<file path="config.mk">
export PLATFORM = sky130hd
export DESIGN_NAME = scancode_line_editor_core_flat
export DESIGN_NICKNAME = d
export VERILOG_FILES = /design/src/scle_pkg.sv /design/src/scle_scan_if.sv /design/src/scle_result_if.sv /design/src/scle_front.sv /design/src/scle_queue.sv /design/src/scle_back.sv /design/src/scancode_line_editor_core.sv /design/src/flat_wrapper.sv
export SDC_FILE = /design/constraint.sdc
export NUM_CORES = 1
export LEC_CHECK = 0
export BUFFER_PORTS_ARGS = -buffer_cell sky130_fd_sc_hd__buf_2
export CORE_AREA = 10 10 160 117
export CTS_BUF_LIST = sky130_fd_sc_hd__clkbuf_8
export CTS_CLUSTER_DIAMETER = 40
export CTS_CLUSTER_SIZE = 10
export DETAILED_ROUTE_END_ITERATION = 6
export DIE_AREA = 0 0 170 127
export GPL_TIMING_DRIVEN = 0
export MAX_ROUTING_LAYER = met4
export PLACE_DENSITY = 0.78
export SYNTH_ARGS = -nofsm -noshare
export SYNTH_HDL_FRONTEND = slang
export SYNTH_SLANG_ARGS = --single-unit
</file>
<file path="constraint.sdc">
create_clock -name clk -period 3.85 [get_ports clk]
set_clock_uncertainty 0.2 [all_clocks]
set_input_delay 1.155 -clock clk [delete_from_list [all_inputs] [get_ports clk]]
set_output_delay 1.155 -clock clk [all_outputs]
set_load 0.02 [all_outputs]
</file>
<file path="src/scle_pkg.sv">
// shared types, constants and the keymap table of the scancode line editor
package scle_pkg;

    localparam int SCREEN_COLS_DEF = 80;
    localparam int SCREEN_ROWS_DEF = 25;

    localparam int SCANCODE_W = 8;
    localparam int CAP_W      = 9;
    localparam int ATTR_W     = 8;
    localparam int LPOS_W     = 8;
    localparam int CELL_W     = 11;
    localparam int CHAR_W     = 8;
    localparam int CFG_IDX_W  = 2;

    localparam logic [CFG_IDX_W-1:0] REG_LINE_CAPACITY  = 2'd0;
    localparam logic [CFG_IDX_W-1:0] REG_TEXT_ATTRIBUTE = 2'd1;

    localparam logic [CAP_W-1:0]  CAP_RESET  = 9'd128;
    localparam logic [CAP_W-1:0]  CAP_MAX    = 9'd256;
    localparam logic [ATTR_W-1:0] ATTR_RESET = 8'h1F;

    localparam logic [SCANCODE_W-1:0] CODE_ENTER     = 8'h1C;
    localparam logic [SCANCODE_W-1:0] CODE_BACKSPACE = 8'h0E;
    localparam int                    RELEASE_BIT    = 7;
    localparam logic [CHAR_W-1:0]     CHAR_SPACE     = 8'h20;

    localparam int QUEUE_DEPTH = 2;

    localparam int KEYMAP_LEN = 59;
    localparam int KEYMAP_IW  = $clog2(KEYMAP_LEN);

    localparam logic [CHAR_W-1:0] KEYMAP [KEYMAP_LEN] = '{
        8'h00, 8'h1B, 8'h31, 8'h32, 8'h33, 8'h34, 8'h35, 8'h36, 8'h37, 8'h38,
        8'h39, 8'h30, 8'h2D, 8'h3D, 8'h08, 8'h09, 8'h71, 8'h77, 8'h65, 8'h72,
        8'h74, 8'h79, 8'h75, 8'h69, 8'h6F, 8'h70, 8'h5B, 8'h5D, 8'h0A, 8'h00,
        8'h61, 8'h73, 8'h64, 8'h66, 8'h67, 8'h68, 8'h6A, 8'h6B, 8'h6C, 8'h3B,
        8'h27, 8'h60, 8'h00, 8'h5C, 8'h7A, 8'h78, 8'h63, 8'h76, 8'h62, 8'h6E,
        8'h6D, 8'h2C, 8'h2E, 8'h2F, 8'h00, 8'h2A, 8'h00, 8'h20, 8'h00
    };

    typedef enum logic [1:0] {
        OP_NONE,
        OP_ENTER,
        OP_BACKSPACE,
        OP_CHAR
    } op_t;

    typedef struct packed {
        op_t               op;
        logic [CHAR_W-1:0] ch;
    } cmd_t;

    typedef struct packed {
        logic              buffer_write;
        logic [LPOS_W-1:0] buffer_index;
        logic [CHAR_W-1:0] buffer_byte;
        logic              cell_write;
        logic [CELL_W-1:0] cell_index;
        logic [CHAR_W-1:0] cell_char;
        logic [ATTR_W-1:0] cell_attr;
        logic              line_done;
        logic              off_screen;
    } result_t;

endpackage

</file>
<file path="src/scle_scan_if.sv">
// scancode input channel
interface scle_scan_if
    import scle_pkg::*;
();
    logic                  valid;
    logic                  ready;
    logic [SCANCODE_W-1:0] scancode;

    modport source (output valid, output scancode, input ready);
    modport sink   (input valid, input scancode, output ready);
endinterface

</file>
<file path="src/scle_result_if.sv">
// result output channel
interface scle_result_if
    import scle_pkg::*;
();
    logic              valid;
    logic              ready;
    logic              buffer_write;
    logic [LPOS_W-1:0] buffer_index;
    logic [CHAR_W-1:0] buffer_byte;
    logic              cell_write;
    logic [CELL_W-1:0] cell_index;
    logic [CHAR_W-1:0] cell_char;
    logic [ATTR_W-1:0] cell_attr;
    logic              line_done;
    logic              off_screen;

    modport source (output valid, input ready, output buffer_write, output buffer_index,
                    output buffer_byte, output cell_write, output cell_index,
                    output cell_char, output cell_attr, output line_done, output off_screen);
    modport sink   (input valid, output ready, input buffer_write, input buffer_index,
                    input buffer_byte, input cell_write, input cell_index,
                    input cell_char, input cell_attr, input line_done, input off_screen);
endinterface

</file>
<file path="src/scle_front.sv">
// front end: accepts scancodes and classifies them into commands
module scle_front
    import scle_pkg::*;
(
    scle_scan_if.sink  scan_in,
    input  logic       queue_full,
    output logic       push,
    output cmd_t       cmd
);

    logic [SCANCODE_W-1:0] sc;
    logic [CHAR_W-1:0]     mapped;

    assign sc            = scan_in.scancode;
    assign scan_in.ready = !queue_full;
    assign push          = scan_in.valid && !queue_full;

    always_comb
    begin
        if (int'(sc) < KEYMAP_LEN)
        begin
            mapped = KEYMAP[sc[KEYMAP_IW-1:0]];
        end
        else
        begin
            mapped = '0;
        end
    end

    always_comb
    begin
        cmd.ch = mapped;
        priority if (sc[RELEASE_BIT])
        begin
            cmd.op = OP_NONE;
        end
        else if (sc == CODE_ENTER)
        begin
            cmd.op = OP_ENTER;
        end
        else if (sc == CODE_BACKSPACE)
        begin
            cmd.op = OP_BACKSPACE;
        end
        else if (mapped != '0)
        begin
            cmd.op = OP_CHAR;
        end
        else
        begin
            cmd.op = OP_NONE;
        end
    end

endmodule

</file>
<file path="src/scle_queue.sv">
// short command queue between front and back end
module scle_queue
    import scle_pkg::*;
(
    input  logic clk,
    input  logic rst_n,
    input  logic push,
    input  cmd_t wr_data,
    input  logic pop,
    output cmd_t rd_data,
    output logic full,
    output logic empty
);

    localparam int PTR_W = (QUEUE_DEPTH > 1) ? $clog2(QUEUE_DEPTH) : 1;
    localparam int CNT_W = $clog2(QUEUE_DEPTH + 1);

    cmd_t             entry_reg [QUEUE_DEPTH];
    logic [PTR_W-1:0] wr_ptr_reg, wr_ptr_next;
    logic [PTR_W-1:0] rd_ptr_reg, rd_ptr_next;
    logic [CNT_W-1:0] count_reg, count_next;

    assign full    = (count_reg == CNT_W'(QUEUE_DEPTH));
    assign empty   = (count_reg == '0);
    assign rd_data = entry_reg[rd_ptr_reg];

    always_comb
    begin
        wr_ptr_next = wr_ptr_reg;
        rd_ptr_next = rd_ptr_reg;
        count_next  = count_reg;
        if (push)
        begin
            wr_ptr_next = (wr_ptr_reg == PTR_W'(QUEUE_DEPTH - 1)) ? '0 : wr_ptr_reg + 1'b1;
        end
        if (pop)
        begin
            rd_ptr_next = (rd_ptr_reg == PTR_W'(QUEUE_DEPTH - 1)) ? '0 : rd_ptr_reg + 1'b1;
        end
        if (push && !pop)
        begin
            count_next = count_reg + 1'b1;
        end
        else if (pop && !push)
        begin
            count_next = count_reg - 1'b1;
        end
    end

    // entries start as no-op commands so the head is never unknown
    always_ff @(posedge clk or negedge rst_n)
    begin
        if (!rst_n)
        begin
            wr_ptr_reg <= '0;
            rd_ptr_reg <= '0;
            count_reg  <= '0;
            entry_reg  <= '{default: '0};
        end
        else
        begin
            wr_ptr_reg <= wr_ptr_next;
            rd_ptr_reg <= rd_ptr_next;
            count_reg  <= count_next;
            if (push)
            begin
                entry_reg[wr_ptr_reg] <= wr_data;
            end
        end
    end

endmodule

</file>
<file path="src/scle_back.sv">
// back end: carries out commands on line position and cursor, registers results
module scle_back
    import scle_pkg::*;
#(
    parameter int SCREEN_COLS = SCREEN_COLS_DEF,
    parameter int SCREEN_ROWS = SCREEN_ROWS_DEF
)
(
    input  logic              clk,
    input  logic              rst_n,
    input  logic              cmd_valid,
    input  cmd_t              cmd,
    output logic              pop,
    input  logic [CAP_W-1:0]  line_capacity,
    input  logic [ATTR_W-1:0] text_attribute,
    scle_result_if.source     result_out
);

    localparam int TOTAL = SCREEN_COLS * SCREEN_ROWS;
    localparam int CUR_W = $clog2(TOTAL + 1);
    localparam int ROW_W = $clog2(SCREEN_ROWS + 1);
    localparam int COL_W = (SCREEN_COLS > 1) ? $clog2(SCREEN_COLS) : 1;

    logic [LPOS_W-1:0] lpos_reg, lpos_next;
    logic [CUR_W-1:0]  cur_reg, cur_next;
    logic [ROW_W-1:0]  row_reg, row_next;
    logic [COL_W-1:0]  col_reg, col_next;
    logic              valid_reg, valid_next;
    result_t           res_reg, res_next;

    logic [CAP_W-1:0]  cap_sat;
    logic [CAP_W-1:0]  lpos_inc;
    logic [ROW_W:0]    row_inc;
    logic [CUR_W-1:0]  cur_dec;

    assign pop      = cmd_valid && (!valid_reg || result_out.ready);
    assign cap_sat  = (line_capacity > CAP_MAX) ? CAP_MAX : line_capacity;
    assign lpos_inc = {1'b0, lpos_reg} + 1'b1;
    assign row_inc  = {1'b0, row_reg} + 1'b1;
    assign cur_dec  = cur_reg - 1'b1;

    always_comb
    begin
        res_next  = '0;
        lpos_next = lpos_reg;
        cur_next  = cur_reg;
        row_next  = row_reg;
        col_next  = col_reg;
        unique case (cmd.op)
            OP_ENTER:
            begin
                res_next.buffer_write = 1'b1;
                res_next.buffer_index = lpos_reg;
                res_next.line_done    = 1'b1;
                lpos_next             = '0;
                col_next              = '0;
                if (row_inc >= (ROW_W + 1)'(SCREEN_ROWS))
                begin
                    // saturate one past the last cell
                    row_next = ROW_W'(SCREEN_ROWS);
                    cur_next = CUR_W'(TOTAL);
                end
                else
                begin
                    row_next = row_inc[ROW_W-1:0];
                    cur_next = cur_reg - CUR_W'(col_reg) + CUR_W'(SCREEN_COLS);
                end
            end
            OP_BACKSPACE:
            begin
                if (lpos_reg != '0)
                begin
                    lpos_next = lpos_reg - 1'b1;
                    if (cur_reg != '0)
                    begin
                        cur_next            = cur_dec;
                        res_next.cell_write = 1'b1;
                        res_next.cell_index = CELL_W'(cur_dec);
                        res_next.cell_char  = CHAR_SPACE;
                        res_next.cell_attr  = text_attribute;
                        if (col_reg == '0)
                        begin
                            row_next = row_reg - 1'b1;
                            col_next = COL_W'(SCREEN_COLS - 1);
                        end
                        else
                        begin
                            col_next = col_reg - 1'b1;
                        end
                    end
                end
            end
            OP_CHAR:
            begin
                if (lpos_inc < cap_sat)
                begin
                    res_next.buffer_write = 1'b1;
                    res_next.buffer_index = lpos_reg;
                    res_next.buffer_byte  = cmd.ch;
                    lpos_next             = lpos_inc[LPOS_W-1:0];
                    if (row_reg < ROW_W'(SCREEN_ROWS))
                    begin
                        res_next.cell_write = 1'b1;
                        res_next.cell_index = CELL_W'(cur_reg);
                        res_next.cell_char  = cmd.ch;
                        res_next.cell_attr  = text_attribute;
                        cur_next            = cur_reg + 1'b1;
                        if (col_reg == COL_W'(SCREEN_COLS - 1))
                        begin
                            row_next = row_inc[ROW_W-1:0];
                            col_next = '0;
                        end
                        else
                        begin
                            col_next = col_reg + 1'b1;
                        end
                    end
                    else
                    begin
                        res_next.off_screen = 1'b1;
                    end
                end
            end
            OP_NONE:
            begin
                res_next = '0;
            end
        endcase
    end

    always_comb
    begin
        if (pop)
        begin
            valid_next = 1'b1;
        end
        else if (result_out.ready)
        begin
            valid_next = 1'b0;
        end
        else
        begin
            valid_next = valid_reg;
        end
    end

    always_ff @(posedge clk or negedge rst_n)
    begin
        if (!rst_n)
        begin
            lpos_reg  <= '0;
            cur_reg   <= '0;
            row_reg   <= '0;
            col_reg   <= '0;
            valid_reg <= 1'b0;
        end
        else
        begin
            valid_reg <= valid_next;
            if (pop)
            begin
                lpos_reg <= lpos_next;
                cur_reg  <= cur_next;
                row_reg  <= row_next;
                col_reg  <= col_next;
            end
        end
    end

    always_ff @(posedge clk)
    begin
        if (pop)
        begin
            res_reg <= res_next;
        end
    end

    assign result_out.valid        = valid_reg;
    assign result_out.buffer_write = res_reg.buffer_write;
    assign result_out.buffer_index = res_reg.buffer_index;
    assign result_out.buffer_byte  = res_reg.buffer_byte;
    assign result_out.cell_write   = res_reg.cell_write;
    assign result_out.cell_index   = res_reg.cell_index;
    assign result_out.cell_char    = res_reg.cell_char;
    assign result_out.cell_attr    = res_reg.cell_attr;
    assign result_out.line_done    = res_reg.line_done;
    assign result_out.off_screen   = res_reg.off_screen;

endmodule

</file>
<file path="src/scancode_line_editor_core.sv">
// top level of the scancode line editor with screen echo
//
// Takes one set 1 keyboard scancode per beat and returns exactly one result
// beat for it, describing the line buffer write, the screen cell write and
// the line end flags it caused. Key releases, unmapped codes, backspace on an
// empty line and typing into a full line return an all-zero result. The block
// sustains one scancode per clock while results are taken; each command is
// registered in the queue and its result then in the output register. The
// rate is set by the back end, which updates the line position and the
// cursor (kept as linear cell, row and column) for each command. The front end
// classifies the scancode through the keymap table and pushes a command into
// a two-entry queue, so input keeps being accepted while a finished result
// waits in the output register; when the output stalls for long the queue
// fills and input ready falls. Configuration (line capacity, text attribute)
// is written through the plain write port; the user must do so only while the
// block is idle, which the block itself does not enforce.
module scancode_line_editor_core
    import scle_pkg::*;
#(
    parameter int SCREEN_COLS = SCREEN_COLS_DEF,
    parameter int SCREEN_ROWS = SCREEN_ROWS_DEF
)
(
    input  logic                 clk,
    input  logic                 rst_n,
    scle_scan_if.sink            scan_in,
    scle_result_if.source        result_out,
    input  logic                 cfg_we,
    input  logic [CFG_IDX_W-1:0] cfg_index,
    input  logic [CAP_W-1:0]     cfg_data
);

    // configuration registers
    logic [CAP_W-1:0]  cap_reg, cap_next;
    logic [ATTR_W-1:0] attr_reg, attr_next;

    // front to queue
    logic push;
    cmd_t push_cmd;

    // queue to back
    logic queue_full;
    logic queue_empty;
    logic pop;
    cmd_t head_cmd;

    // register writes, unknown indexes are dropped
    always_comb
    begin
        cap_next  = cap_reg;
        attr_next = attr_reg;
        if (cfg_we)
        begin
            priority if (cfg_index == REG_LINE_CAPACITY)
            begin
                cap_next = cfg_data;
            end
            else if (cfg_index == REG_TEXT_ATTRIBUTE)
            begin
                attr_next = cfg_data[ATTR_W-1:0];
            end
            else
            begin
                cap_next = cap_reg;
            end
        end
    end

    always_ff @(posedge clk or negedge rst_n)
    begin
        if (!rst_n)
        begin
            cap_reg  <= CAP_RESET;
            attr_reg <= ATTR_RESET;
        end
        else
        begin
            cap_reg  <= cap_next;
            attr_reg <= attr_next;
        end
    end

    // classify incoming scancodes
    scle_front u_front (
        .scan_in    (scan_in),
        .queue_full (queue_full),
        .push       (push),
        .cmd        (push_cmd)
    );

    // decouple front from back
    scle_queue u_queue (
        .clk     (clk),
        .rst_n   (rst_n),
        .push    (push),
        .wr_data (push_cmd),
        .pop     (pop),
        .rd_data (head_cmd),
        .full    (queue_full),
        .empty   (queue_empty)
    );

    // execute commands against line and cursor state
    scle_back #(
        .SCREEN_COLS (SCREEN_COLS),
        .SCREEN_ROWS (SCREEN_ROWS)
    ) u_back (
        .clk            (clk),
        .rst_n          (rst_n),
        .cmd_valid      (!queue_empty),
        .cmd            (head_cmd),
        .pop            (pop),
        .line_capacity  (cap_reg),
        .text_attribute (attr_reg),
        .result_out     (result_out)
    );

endmodule

</file>
<file path="src/flat_wrapper.sv">
// flat-port wrapper written by rule: the top's interface ports become plain ports
module scancode_line_editor_core_flat import scle_pkg::*;
#(
    parameter int SCREEN_COLS = SCREEN_COLS_DEF,
    parameter int SCREEN_ROWS = SCREEN_ROWS_DEF
)
  (clk, rst_n, cfg_we, cfg_index, cfg_data, scan_in_valid, scan_in_scancode, scan_in_ready, result_out_valid, result_out_ready, result_out_buffer_write, result_out_buffer_index, result_out_buffer_byte, result_out_cell_write, result_out_cell_index, result_out_cell_char, result_out_cell_attr, result_out_line_done, result_out_off_screen);
  scle_scan_if scan_in_i ();
  scle_result_if result_out_i ();
  input  logic clk;
  input  logic rst_n;
  input  logic cfg_we;
  input  logic [CFG_IDX_W-1:0] cfg_index;
  input  logic [CAP_W-1:0] cfg_data;
  input wire logic [$bits(scan_in_i.valid)-1:0] scan_in_valid;
  input wire logic [$bits(scan_in_i.scancode)-1:0] scan_in_scancode;
  output wire logic [$bits(scan_in_i.ready)-1:0] scan_in_ready;
  output wire logic [$bits(result_out_i.valid)-1:0] result_out_valid;
  input wire logic [$bits(result_out_i.ready)-1:0] result_out_ready;
  output wire logic [$bits(result_out_i.buffer_write)-1:0] result_out_buffer_write;
  output wire logic [$bits(result_out_i.buffer_index)-1:0] result_out_buffer_index;
  output wire logic [$bits(result_out_i.buffer_byte)-1:0] result_out_buffer_byte;
  output wire logic [$bits(result_out_i.cell_write)-1:0] result_out_cell_write;
  output wire logic [$bits(result_out_i.cell_index)-1:0] result_out_cell_index;
  output wire logic [$bits(result_out_i.cell_char)-1:0] result_out_cell_char;
  output wire logic [$bits(result_out_i.cell_attr)-1:0] result_out_cell_attr;
  output wire logic [$bits(result_out_i.line_done)-1:0] result_out_line_done;
  output wire logic [$bits(result_out_i.off_screen)-1:0] result_out_off_screen;
  assign scan_in_i.valid = scan_in_valid;
  assign scan_in_i.scancode = scan_in_scancode;
  assign scan_in_ready = scan_in_i.ready;
  assign result_out_valid = result_out_i.valid;
  assign result_out_i.ready = result_out_ready;
  assign result_out_buffer_write = result_out_i.buffer_write;
  assign result_out_buffer_index = result_out_i.buffer_index;
  assign result_out_buffer_byte = result_out_i.buffer_byte;
  assign result_out_cell_write = result_out_i.cell_write;
  assign result_out_cell_index = result_out_i.cell_index;
  assign result_out_cell_char = result_out_i.cell_char;
  assign result_out_cell_attr = result_out_i.cell_attr;
  assign result_out_line_done = result_out_i.line_done;
  assign result_out_off_screen = result_out_i.off_screen;
  scancode_line_editor_core #(.SCREEN_COLS(SCREEN_COLS), .SCREEN_ROWS(SCREEN_ROWS)) u_core (.clk(clk), .rst_n(rst_n), .scan_in(scan_in_i), .result_out(result_out_i), .cfg_we(cfg_we), .cfg_index(cfg_index), .cfg_data(cfg_data));
endmodule
</file>
* After elaboration in Yosys (flattened, before gate mapping)
Memories as Yosys holds them, arrays and structs flattened. Index checks and enable logic that the tools add are counted.
Cells by class: reduce and logical (&&, ||, !) cells 26, multipliers 0, shift-type cells 0, divide/modulo/power cells 0, add/subtract/negate cells 14, equality and inequality tests 14, $lt $le $gt $ge 9, bitwise gates (word level) 4, multiplexer cells 52
Operator list (count):
- 28-bit two-way mux | 3
- 28-bit one-hot mux with 2 select lines | 1
- 11-bit two-way mux | 5
- 45-bit two-way mux | 1
- 7-bit two-way mux | 6
- 10-bit two-way mux | 4
- 8-bit two-way mux | 5
- 5-bit two-way mux | 7
- 11-bit one-hot mux with 3 select lines | 1
- 8-bit one-hot mux with 3 select lines | 1
- 7-bit one-hot mux with 3 select lines | 1
- 20-bit bitwise mux | 1
- 9-bit one-hot mux with 2 select lines | 1
- 8-bit nonzero test | 2
- 5-bit one-hot mux with 3 select lines | 1
- 2-bit two-way mux | 6
- 2-bit != test (second input constant) | 6
- 11-bit by 1-bit adder with 11-bit output (second input constant) | 1
- 11-bit by 7-bit adder with 11-bit output (second input constant) | 1
- 11-bit nonzero test | 1
- 11-bit by 1-bit subtractor with 11-bit output (second input constant) | 1
- 11-bit by 7-bit subtractor with 11-bit output | 1
- 10-bit demux with 1-bit select | 1
- 8-bit by 1-bit adder with 9-bit output (second input constant) | 1
- other kinds (38) | 60
Word-level totals: bits in writable memories 0, logic and storage cells 143, input port bits 24, register bits 120, memory bits (read-only) 512, memories 1, output and inout port bits 49, latch bits 0
Memory list:
- (name not given) | words 64, width 8, rd ports 1, clocked after memory_dff 0, wr ports 0, RTL line scle_front.sv:22 | mapped = KEYMAP[sc[KEYMAP_IW-1:0]];

* Longest topological paths before layout
Gate-level depths: netlist of the first run.
depth in word-level cells 11, gate-level depth with buffers 14, mapped depth without buffers 13

* By module
From an unflattened synthesis of the first run, not the netlist that was laid out.
Unflattened totals: cell total of the unflattened synthesis 808, area, all modules 8091.5 sq um
By module, submodules not included:
- scle_back | times used 1, cells each 572, seq. area each 2212.1 sq um, area each 5415.2 sq um
- scle_queue | times used 1, cells each 68, seq. area each 600.6 sq um, area each 1081.0 sq um
- scle_front | times used 1, cells each 130, seq. area each 0.0 sq um, area each 923.4 sq um
- scancode_line_editor_core | times used 1, cells each 38, seq. area each 432.9 sq um, area each 671.9 sq um

* Worst setup path after synthesis of the first run
OpenSTA, ideal clock, no wires.
path type input-to-reg, start in result_out_ready, end reg u_core.u_back.lpos_reg[3], arrival 3.100 ns, stages on the path 7, path buffers 1, slack 0.415 ns, library setup time 0.135 ns, data required time 3.515 ns, cell sequence nand2b_1 o21ai_0 inv_1 o21ai_1 buf_2 o21ai_0 o31ai_1
Between the ends: cells in the longest elaborated chain, start to end 3
RTL lines:
- start, declared | RTL line flat_wrapper.sv:19 | input wire logic [$bits(result_out_i.ready)-1:0] result_out_ready;
- 1-bit logical OR | RTL line scle_back.sv:36 | assign pop = cmd_valid && (!valid_reg || result_out.ready);
- 1-bit logical AND | RTL line scle_back.sv:36
- net u_core.pop | RTL line scancode_line_editor_core.sv:44 | logic pop;
- 4-bit AND reduction (no source line)
- end signal, assigned | RTL line scle_back.sv:162 | lpos_reg <= lpos_next;
- end, declared | RTL line scle_back.sv:24 | logic [LPOS_W-1:0] lpos_reg, lpos_next;
The timed path passes the listed nets, and every way through them passes these cells. A chain may end at the register's enable or synchronous reset.

* Worst setup path in the final report of the first run
start reg u_core.u_back.lpos_reg[2], end reg u_core.u_back.res_reg, in the netlist u_core.u_back.result_out.cell_index[4], data pin
Between the ends: cells in the longest elaborated chain, start to end 4, elaborated cells between the ends (all ways) 6, classes of those cells 1 x add/sub; 1 x order compare; 3 x mux; 1 x reduce/logical
RTL lines:
- 8-bit by 1-bit adder with 9-bit output | RTL line scle_back.sv:38 | assign lpos_inc = {1'b0, lpos_reg} + 1'b1;
- 9-bit < comparator | RTL line scle_back.sv:95 | if (lpos_inc < cap_sat)
- 45-bit two-way mux | RTL line scle_back.sv:95
- 28-bit one-hot mux with 2 select lines (*) | RTL line scle_back.sv:49 | unique case (cmd.op)
- end signal, assigned | RTL line scle_back.sv:174 | res_reg <= res_next;
- end, declared | RTL line scle_back.sv:29 | result_t res_reg, res_next;
Every way passes the cells marked *; elsewhere a longest branch is shown, timed or not.

==> results, run 1 <==
- For the pin with the worst max-slew slack, the measured transition is around 1.1 ns.
- The number of library cell types mapped by synthesis is 83.
- The upper clock frequency limit is 271 MHz.
- The cts-stage hold buffer count is 0.
- Once detailed placement completed, the half-perimeter wirelength came to 15,000 µm.
- The number of sinks on the clock net is 116.
- Synthesis produced 810 cells.
- The flow ran to the end, and the final reports show no timing, DRC or antenna violations.
- The switching power is about 3700 µW.
- Global routing consumed, over all layers together, 19.5% of the routing resources.
- In this run the core area contains 39 standard-cell rows.
- The synthesis-stage register bit count is 116.
- Registers are responsible for between 20 and 30% of the overall power.
- TritonCTS built the clock tree.
- The count of endpoints failing setup in the final report is 0.
- In this design, the stage delay of the slowest critical-path cell is 0.50 ns.
- After routing the design area is 8830 µm².
- The vertical die dimension is ~130 µm.
- The signal on the critical path passes through buf_2, nand4_1, nor4_2, xor2_1, ha_1, a21o_1, o21ai_0, o211ai_1, or3_1, clkbuf_2, o21ai_0, nand2_1, o21ai_0.
- Across all layers, the routed design uses 6,730 vias.
- The internal power summed over all cells is 4210 µW.
- The path category of the worst min-delay check is reg -> reg.
- The number of flip-flops in the largest register is 18.
- The largest net degree at the start of global routing is 57.
- The initial detailed-routing violation count is 846.
- The area share of the leading cell type in the synthesized netlist is 21.1%.
- In this run the static leakage power is 0.00379 µW.
- Setup repair after global routing left no endpoint under its margin.
- The initial antenna violation count is 0.
- The detailed router put a total of between 9000 and 10,000 µm of wire on met1.
- In the final layout, flip-flops and latches occupy 3140 µm².
- After filler insertion, the fill cell instance count of the layout stands at 1,373.
- sky130_fd_sc_hd__dfrtp_1 takes more of the synthesized area than any other cell.
- Data on the critical path arrives at its endpoint at 3.71 ns.
- The number of buffers created by CTS is 17.
- The least setup slack across all paths after layout is 0.162 ns.
- In the final layout, the multi-input gates occupy 4180 µm².
- The areal power density over the cells is 894 nW/µm².
- The setup slack of the worst register-to-register path is 0.16 ns.
- The worst setup path is launched from a register.
- On the critical path the largest part of the delay comes from simple AND/OR/NAND/NOR gates.
- In the finished design, the share of the clock period the worst path needs comes to 95.8%.
- The clock transition at the registers of the reported paths is 0.08 ns.
- In this run the critical register-to-register path is launched from u_core.u_back.lpos_reg[2].
- The routed design uses 8600 µm of met2 wire.
- Prior to clock tree synthesis, the placed netlist has a worst setup slack of -0.220 ns.
- Counting I/O delays and the setup requirement, the final critical path takes around 3.7 ns.
- The count of H-tree levels built during CTS is 4.
- The most numerous cell on the critical path is sky130_fd_sc_hd__o21ai_0.
- In this run the mean area of a mapped cell was 9.50 µm².
- The wire length on met3 is 2360 µm.
- Of the total power, the share spent switching nets is 46.7%.
- The worst setup path is captured at a register.
- The remaining design rule violation count is 0.
- The worst-case hold path end point is u_core.u_queue.entry_reg[16].
- Once the floorplan was initialized, standard cells occupied 48.5% of the core.
- The number of warnings reported in the yosys synthesis log is 0.
- The die covers 21,600 µm².
- The required time of the worst setup path is 3.87 ns.
- The max-cap violation count is 0.
- The kind of critical path is reg -> reg.
- The power share of the clock group is between 10% and 20%.
- Counting along the longest clock path gives a buffer depth of 2.
- The cell at the root of the clock tree is sky130_fd_sc_hd__clkbuf_8.
- The startpoint of the tightest hold check path is u_core.u_queue.entry_reg[16].
- The routed wirelength normalized by instance count is 18.4 µm.
- Sequential cells were found to cover just over 40% of the synthesized design area.
- The number of antenna diodes in the final layout is 0.
- The final count of pins violating max slew is 0.
- During placement, the flow inserted port buffers numbering 69.
- The number of iterations in the first detailed-routing pass is 6.
- The slowest library cell on the worst path is sky130_fd_sc_hd__or3_1.
- The number of global-route vias before repair was 6,283.
- The post-route antenna net violation count is 0.
- In the final design database the tool counted 975 nets.
- Counting both buffers and inverters, the worst setup path holds a total of 2.
- The final count of hold timing violations came to 0.
- The share of post-route cells with drive strength above 1 is 20.7%.
- For this design the top-level I/O count stands at 73.
- Routed signal wires occupy layers up through met4.
- The worst voltage drop across the vdd grid is 0.000353 V.
- The worst reg2reg path depth is 13.
- Measured against its own limit, the worst slew margin works out to between 20 and 30%.
- The floorplan step set the die width to 170 µm.
- The portion of total power attributed to combinational logic is 56.2%.
- For the worst-skew pair, the clock arrives at the later sink with an insertion delay of 0.45 ns.
- The number of enable flip-flop cells after synthesis is 45.
- Of all nets on the critical path, the largest fanout is 10.
- The routability congestion estimate is 0.975.
- The total routed wirelength is 20,500 µm.
- For this run, asynchronously set or reset flops after synthesis account for 61.2%.
- The first global-routing pass estimated around 33,000 µm of wire.
- The instance area at placement is 8350 µm².
- By area the synthesized netlist is led by sky130_fd_sc_hd__dfrtp_1 21%, sky130_fd_sc_hd__edfxtp_1 18%, sky130_fd_sc_hd__ha_1 8.0%.
- For this run the aggregate overflow at the end of global routing stands at 0.
- The most used flip-flop cell after synthesis is sky130_fd_sc_hd__dfrtp_1.
- The worst hold path cell count is 2.
- Compared with the post-synthesis result, the final layout area differs by 14.7%.
- The worst register-to-register path ends at u_core.u_back.result_out.cell_index[4].
- The mean number of vias per cell is 6.01.
- The mapped netlist covers between 7000 and 8000 µm².
- The total core area is about 16,000 µm².
- Cells fill 55.7% of the core in the end.
power groups by stage:
stage          clock [µW]  sequential (µW)  combinational (µW)
3_5_place_dp            0             2230                4310
2_1_floorplan           0             2450                2860
6_report             1230             2230                4440
5_1_grt              1290             2300                4850
4_1_cts              1240             2220                4320
3_3_place_gp            0             2220                4200
stage by stage:
step           total power [µW]  hold WS, ns  cells  setup TNS (ns)
6_report                   7900        0.288   1119               0
5_1_grt                    8440        0.306   1119               0
4_1_cts                    7780        0.283   1118               0
3_5_place_dp               6540        0.265   1087           -1.76
3_3_place_gp               6410        0.259   1085           -4.47
2_1_floorplan              5310        0.245    811               0
layout make-up:
type                       count  share of cell area, %
buffer                        45                   2.88
clock buffer                  17                   2.65
clock inverter                15                   2.18
inverter                      42                   1.79
multi-input combinational    606                   47.4
sequential                   116                   35.6
tap                          205                   2.91
timing repair buffer          73                   4.65
tightest hold or removal path, stage by stage (launching register included):
cell	delay (ns)
sky130_fd_sc_hd__dfrtp_1	0.35
sky130_fd_sc_hd__nand2_1	0.05
sky130_fd_sc_hd__nand2_1	0.06
cell usage in the layout (no fill, tap or decap), types with 5 or more instances in the layout:
master                      n
sky130_fd_sc_hd__clkbuf_8  17
sky130_fd_sc_hd__clkbuf_1  21
sky130_fd_sc_hd__a31oi_1   12
sky130_fd_sc_hd__edfxtp_1  45
sky130_fd_sc_hd__nor4_1     5
sky130_fd_sc_hd__a21oi_1   47
sky130_fd_sc_hd__dfrtp_1   62
sky130_fd_sc_hd__nor3_1    18
sky130_fd_sc_hd__inv_1     42
sky130_fd_sc_hd__a221o_1    5
sky130_fd_sc_hd__and2_1    11
sky130_fd_sc_hd__nor2_1    58
sky130_fd_sc_hd__xor2_1    12
sky130_fd_sc_hd__and3_1    12
sky130_fd_sc_hd__buf_2     78
sky130_fd_sc_hd__nand3_1   21
sky130_fd_sc_hd__buf_4     12
sky130_fd_sc_hd__or3_1      6
sky130_fd_sc_hd__xnor2_1   10
sky130_fd_sc_hd__nand2b_1  13
sky130_fd_sc_hd__o31ai_1   14
sky130_fd_sc_hd__o21ai_0   62
sky130_fd_sc_hd__a32o_1     6
sky130_fd_sc_hd__dfstp_2    6
sky130_fd_sc_hd__o22ai_1   10
sky130_fd_sc_hd__nor2b_1   21
sky130_fd_sc_hd__ha_1      49
sky130_fd_sc_hd__mux2_2    25
sky130_fd_sc_hd__a22oi_1    9
sky130_fd_sc_hd__nand2_1   75
sky130_fd_sc_hd__o21ai_1    7
sky130_fd_sc_hd__mux2i_1   13
cell usage after synthesis (3+ instances only):
| cell type | number |
|---|---|
| sky130_fd_sc_hd__a31oi_1 | 12 |
| sky130_fd_sc_hd__nand3b_1 | 4 |
| sky130_fd_sc_hd__nor2_1 | 60 |
| sky130_fd_sc_hd__or3_1 | 6 |
| sky130_fd_sc_hd__o211ai_1 | 4 |
| sky130_fd_sc_hd__o21ai_0 | 62 |
| sky130_fd_sc_hd__ha_1 | 49 |
| sky130_fd_sc_hd__a22oi_1 | 9 |
| sky130_fd_sc_hd__inv_1 | 40 |
| sky130_fd_sc_hd__o21ai_1 | 8 |
| sky130_fd_sc_hd__nor4_1 | 6 |
| sky130_fd_sc_hd__edfxtp_1 | 45 |
| sky130_fd_sc_hd__xor2_1 | 12 |
| sky130_fd_sc_hd__and2_1 | 11 |
| sky130_fd_sc_hd__nand2_1 | 75 |
| sky130_fd_sc_hd__a21oi_2 | 3 |
| sky130_fd_sc_hd__a22o_1 | 3 |
| sky130_fd_sc_hd__and3_1 | 12 |
| sky130_fd_sc_hd__a32oi_1 | 4 |
| sky130_fd_sc_hd__a32o_1 | 6 |
| sky130_fd_sc_hd__a21oi_1 | 47 |
| sky130_fd_sc_hd__nand2b_1 | 13 |
| sky130_fd_sc_hd__buf_4 | 9 |
| sky130_fd_sc_hd__o31ai_1 | 14 |
| sky130_fd_sc_hd__dfrtp_1 | 65 |
| sky130_fd_sc_hd__clkbuf_1 | 24 |
| sky130_fd_sc_hd__a221o_1 | 5 |
| sky130_fd_sc_hd__nor3_1 | 18 |
| sky130_fd_sc_hd__dfstp_2 | 6 |
| sky130_fd_sc_hd__o22ai_1 | 10 |
| sky130_fd_sc_hd__nand3_1 | 21 |
| sky130_fd_sc_hd__buf_2 | 10 |
| sky130_fd_sc_hd__nand4_1 | 4 |
| sky130_fd_sc_hd__mux2i_1 | 13 |
| sky130_fd_sc_hd__nor2b_1 | 21 |
| sky130_fd_sc_hd__or2_2 | 3 |
| sky130_fd_sc_hd__nor4_2 | 3 |
| sky130_fd_sc_hd__a21o_1 | 4 |
| sky130_fd_sc_hd__xnor2_1 | 10 |
| sky130_fd_sc_hd__mux2_2 | 25 |
layer usage:
| metal | vias up | track usage [%] |
|---|---|---|
| li1 | 3134 | - |
| met1 | 3158 | 27.1 |
| met2 | 398 | 27.6 |
| met3 | 40 | 4.49 |
| met4 | 0 | 6.17 |
| met5 | - | - |
how the worst max path moves through the flow:
stage	from	end	slack, ns	depth (start not counted)
2_1_floorplan	result_out_ready	u_core.u_back.lpos_reg[3]	0.42	7
4_1_cts	u_core.u_back.lpos_reg[4]	u_core.u_back.result_out.cell_index[4]	0.15	12
6_report	u_core.u_back.lpos_reg[2]	u_core.u_back.result_out.cell_index[4]	0.16	13
3_5_place_dp	scan_in_scancode[1]	u_core.u_queue.entry_reg[19]	-0.22	11
5_1_grt	u_core.u_back.lpos_reg[2]	u_core.u_back.result_out.cell_index[5]	0.02	13
3_3_place_gp	result_out_ready	u_core.u_back.lpos_reg[6]	-0.51	8
logic make-up after synthesis:
group / Yosys count / share of synthesized area [%]
XOR/XNOR: 22 / 2.50
AO/OA/AOI/OAI: 221 / 18.7
flip-flops: 116 / 40.8
other: 1 / 0.0487
adder cells (fa/ha/maj): 50 / 8.23
AND/OR/NAND/NOR: 271 / 18.4
buffers and inverters: 89 / 5.43
multiplexers: 40 / 5.94
repair_timing:
item | 4_1_cts | 5_1_grt
resized for setup | 2 | 9
buffers inserted | 0 | 2
setup endpoints to repair | 15 | 27
pin swaps | 0 | 2
Power figures use the tool's default switching activity.
==> run 2: changes to the inputs <==
--- a/config.mk
+++ b/config.mk
@@ -15,6 +15,7 @@
 export GPL_TIMING_DRIVEN = 0
 export MAX_ROUTING_LAYER = met4
 export PLACE_DENSITY = 0.78
+export RECOVER_POWER = 25
 export SYNTH_ARGS = -nofsm -noshare
 export SYNTH_HDL_FRONTEND = slang
 export SYNTH_SLANG_ARGS = --single-unit
==> results, run 2 (same netlist as run 1, synthesis figures left out) <==
- Run status: finished, final reports clean (unchanged).
- The number of nets in the final layout is 975 (unchanged).
- The area used by sequential logic in the layout is 3140 µm² (unchanged).
- The cts-stage hold buffer count is 0 (unchanged).
- The areal power density over the cells was 897 nW/µm² (was 894 nW/µm²).
- The share of the cycle needed by the critical path after routing is 95.7% (was 95.8%).
- The starting density of the core was 48.5% (unchanged).
- The number of I/O port buffers is 69 (unchanged).
- The most frequent standard cell in the layout excluding fill and tap cells is sky130_fd_sc_hd__buf_2 (unchanged).
- The area of all placed cells without fillers is 8800 µm² (was 8830 µm²).
- The final core utilization was 55.5% (was 55.7%).
- The actual slew at the worst max-slew pin was 1.42 ns (was 1.05 ns).
- The max-cap violation count is 0 (unchanged).
- The share of post-route cells with drive strength above 1 is 20.6% (was 20.7%).
- The required time of the worst setup path was 3.88 ns (was 3.87 ns).
- The vertical die dimension is 127 µm (unchanged).
- The count of endpoints failing setup in the final report is 0 (unchanged).
- The later-pin clock latency in the skew report was 0.46 ns (was 0.45 ns).
- The maximum root-to-sink buffer count is 2 (unchanged).
- The switching part of the total power is 46.7% (about the same).
- The minimum clock period after layout is 3.69 ns (about the same).
- The TritonCTS clock tree is done (unchanged).
- The filler cell count is 1,374 (was 1,373).
- The routed wirelength normalized by instance count is 18.3 µm (was 18.4 µm).
- The instance area at placement is 8350 µm² (unchanged).
- The die width is 170 µm (unchanged).
- The growth of design area from synthesis to finish is 14.4% (was 14.7%).
- The routability congestion estimate is 0.975 (unchanged).
- The wire length of the first global-routing pass came to 33,200 µm (unchanged).
- The number of I/O pins was 73 (unchanged).
- The count of H-tree levels built during CTS is 4 (unchanged).
- The number of flip-flops in the largest register is 18 (unchanged).
- The portion of total power attributed to combinational logic came to 56.1% (was 56.2%).
- The clock transition at the registers of the reported paths was 0.08 ns (about the same).
- The upper clock frequency limit is 271 MHz (about the same).
- The sequential fraction of design power is 28.3% (about the same).
- The cell at the root of the clock tree was sky130_fd_sc_hd__clkbuf_8 (unchanged).
- The remaining design rule violation count came to 0 (unchanged).
- The worst-path maximum fanout was 10 (unchanged).
- The number of placement rows came to 39 (unchanged).
- The final count of pins violating max slew is 0 (unchanged).
- The initial antenna violation count is 0 (unchanged).
- The sort of element at the end of the critical path is a register (unchanged).
- The internal power summed over all cells is 4210 µW (about the same).
- The power share of the clock group is 15.5% (about the same).
- The switching power is 3690 µW (about the same).
- The total routed wirelength came to 20,500 µm (about the same).
- The number of iterations in the first detailed-routing pass was 6 (unchanged).
- The number of antenna cells inserted is 0 (unchanged).
- The remaining global-route overflow came to 0 (unchanged).
- The number of global-route vias before repair is 6,283 (unchanged).
- The total area of multi-input combinational cells is 4180 µm² (unchanged).
- The initial detailed-routing violation count is 846 (unchanged).
- The path category of the worst min-delay check was reg -> reg (unchanged).
- The worst voltage drop across the vdd grid is 0.000352 V (was 0.000353 V).
- The area enclosed by the die boundary is 21,600 µm² (unchanged).
- The count of vias placed by the detailed router is 6,728 (was 6,730).
- The mean number of vias per cell is 6.01 (about the same).
- The number of buffers created by CTS is 17 (unchanged).
- The nature of the critical path startpoint is a register (unchanged).
- The total core area is 15,900 µm² (unchanged).
- The endpoint arrival time on the critical path is 3.71 ns (about the same).
- The worst slew slack as a fraction of its limit came to 5.02% (was 29.9%).
- The kind of critical path is reg -> reg (unchanged).
- The final count of hold timing violations is 0 (unchanged).
- The static leakage is 0.00378 µW (was 0.00379 µW).
- The post-DP HPWL was 15,000 µm (unchanged).
- Setup repair after global routing missed its margin: false (unchanged).
- The number of sinks on the clock net came to 116 (unchanged).
- The largest net degree at the start of global routing came to 57 (unchanged).
- The global routing usage summed across all routing layers was 19.5% (unchanged).
- Commonest cells after routing, fill and taps aside: 78 x sky130_fd_sc_hd__buf_2, 75 x sky130_fd_sc_hd__nand2_1, 62 x sky130_fd_sc_hd__o21ai_0, 62 x sky130_fd_sc_hd__dfrtp_1, 58 x sky130_fd_sc_hd__nor2_1 (unchanged).
- The post-route antenna net violation count is 0 (unchanged).
## run 2: through the flow
stage	worst slack (ns)	setup TNS, ns	std cells	hold slack (ns)	total power (µW)
6_report	0.164	0	1119	0.288	7900
5_1_grt	0.0190	0	1119	0.306	8430
4_1_cts	0.151	0	1118	0.283	7780
3_5_place_dp	-0.220	-1.76	1087	0.265	6540
3_3_place_gp	-0.506	-4.47	1085	0.259	6410
2_1_floorplan	0.415	0	811	0.245	5310
## run 2: layer usage
metal	GRT usage (%)	vias to the layer above	share of wire (%)
met5	-	-	0
met1	27.1	3190	46
li1	-	3144	-
met2	27.6	350	42
met4	6.17	0	2.0
met3	4.49	44	9.9
## run 2: critical path: stages (launching register included)
cell and delay (ns):
sky130_fd_sc_hd__dfrtp_1 0.33, sky130_fd_sc_hd__buf_2 0.19, sky130_fd_sc_hd__nand4_1 0.17, sky130_fd_sc_hd__nor4_2 0.20
sky130_fd_sc_hd__xor2_1 0.28, sky130_fd_sc_hd__ha_1 0.31, sky130_fd_sc_hd__a21o_1 0.19, sky130_fd_sc_hd__o21ai_0 0.19
sky130_fd_sc_hd__o211ai_1 0.20, sky130_fd_sc_hd__or3_1 0.51, sky130_fd_sc_hd__clkbuf_2 0.29, sky130_fd_sc_hd__o21ai_0 0.15
sky130_fd_sc_hd__nand2_1 0.07, sky130_fd_sc_hd__o21ai_0 0.16
## run 2: layout make-up
cell class | count | share of cell area, %
sequential | 116 | 35.7
inverter | 42 | 1.79
multi-input combinational | 606 | 47.5
clock buffer | 17 | 2.66
tap | 205 | 2.91
timing repair buffer | 73 | 4.36
clock inverter | 15 | 2.19
buffer | 45 | 2.89
## run 2: path summary, 6_finish.rpt
path	to	slack (ns)	from	cells past startpoint
setup reg to reg	u_core.u_back.result_out.cell_index[4]	0.16	u_core.u_back.lpos_reg[2]	13
hold reg to reg	u_core.u_queue.entry_reg[16]	0.29	u_core.u_queue.entry_reg[16]	2
hold / removal	u_core.u_queue.entry_reg[16]	0.29	u_core.u_queue.entry_reg[16]	2
min in group asynchronous	u_core.u_back.cur_reg[8]	0.60	rst_n	1
setup / recovery	u_core.u_back.result_out.cell_index[4]	0.16	u_core.u_back.lpos_reg[2]	13
max in group asynchronous	u_core.u_back.lpos_reg[5]	0.83	rst_n	2
## run 2: power groups by stage
stage               sequential, µW  combinational (µW)  clock, µW
floorplan                     2450                2860          0
global placement              2220                4200          0
detailed placement            2230                4310          0
CTS                           2220                4320       1240
global route                  2300                4850       1290
finish                        2240                4430       1230
## run 2: timing repair
item                       CTS  global route
pin swaps                    0             2
setup endpoints to repair   15            27
hold endpoints to repair     0             0
setup buffers                0             2
resized for setup            2             9
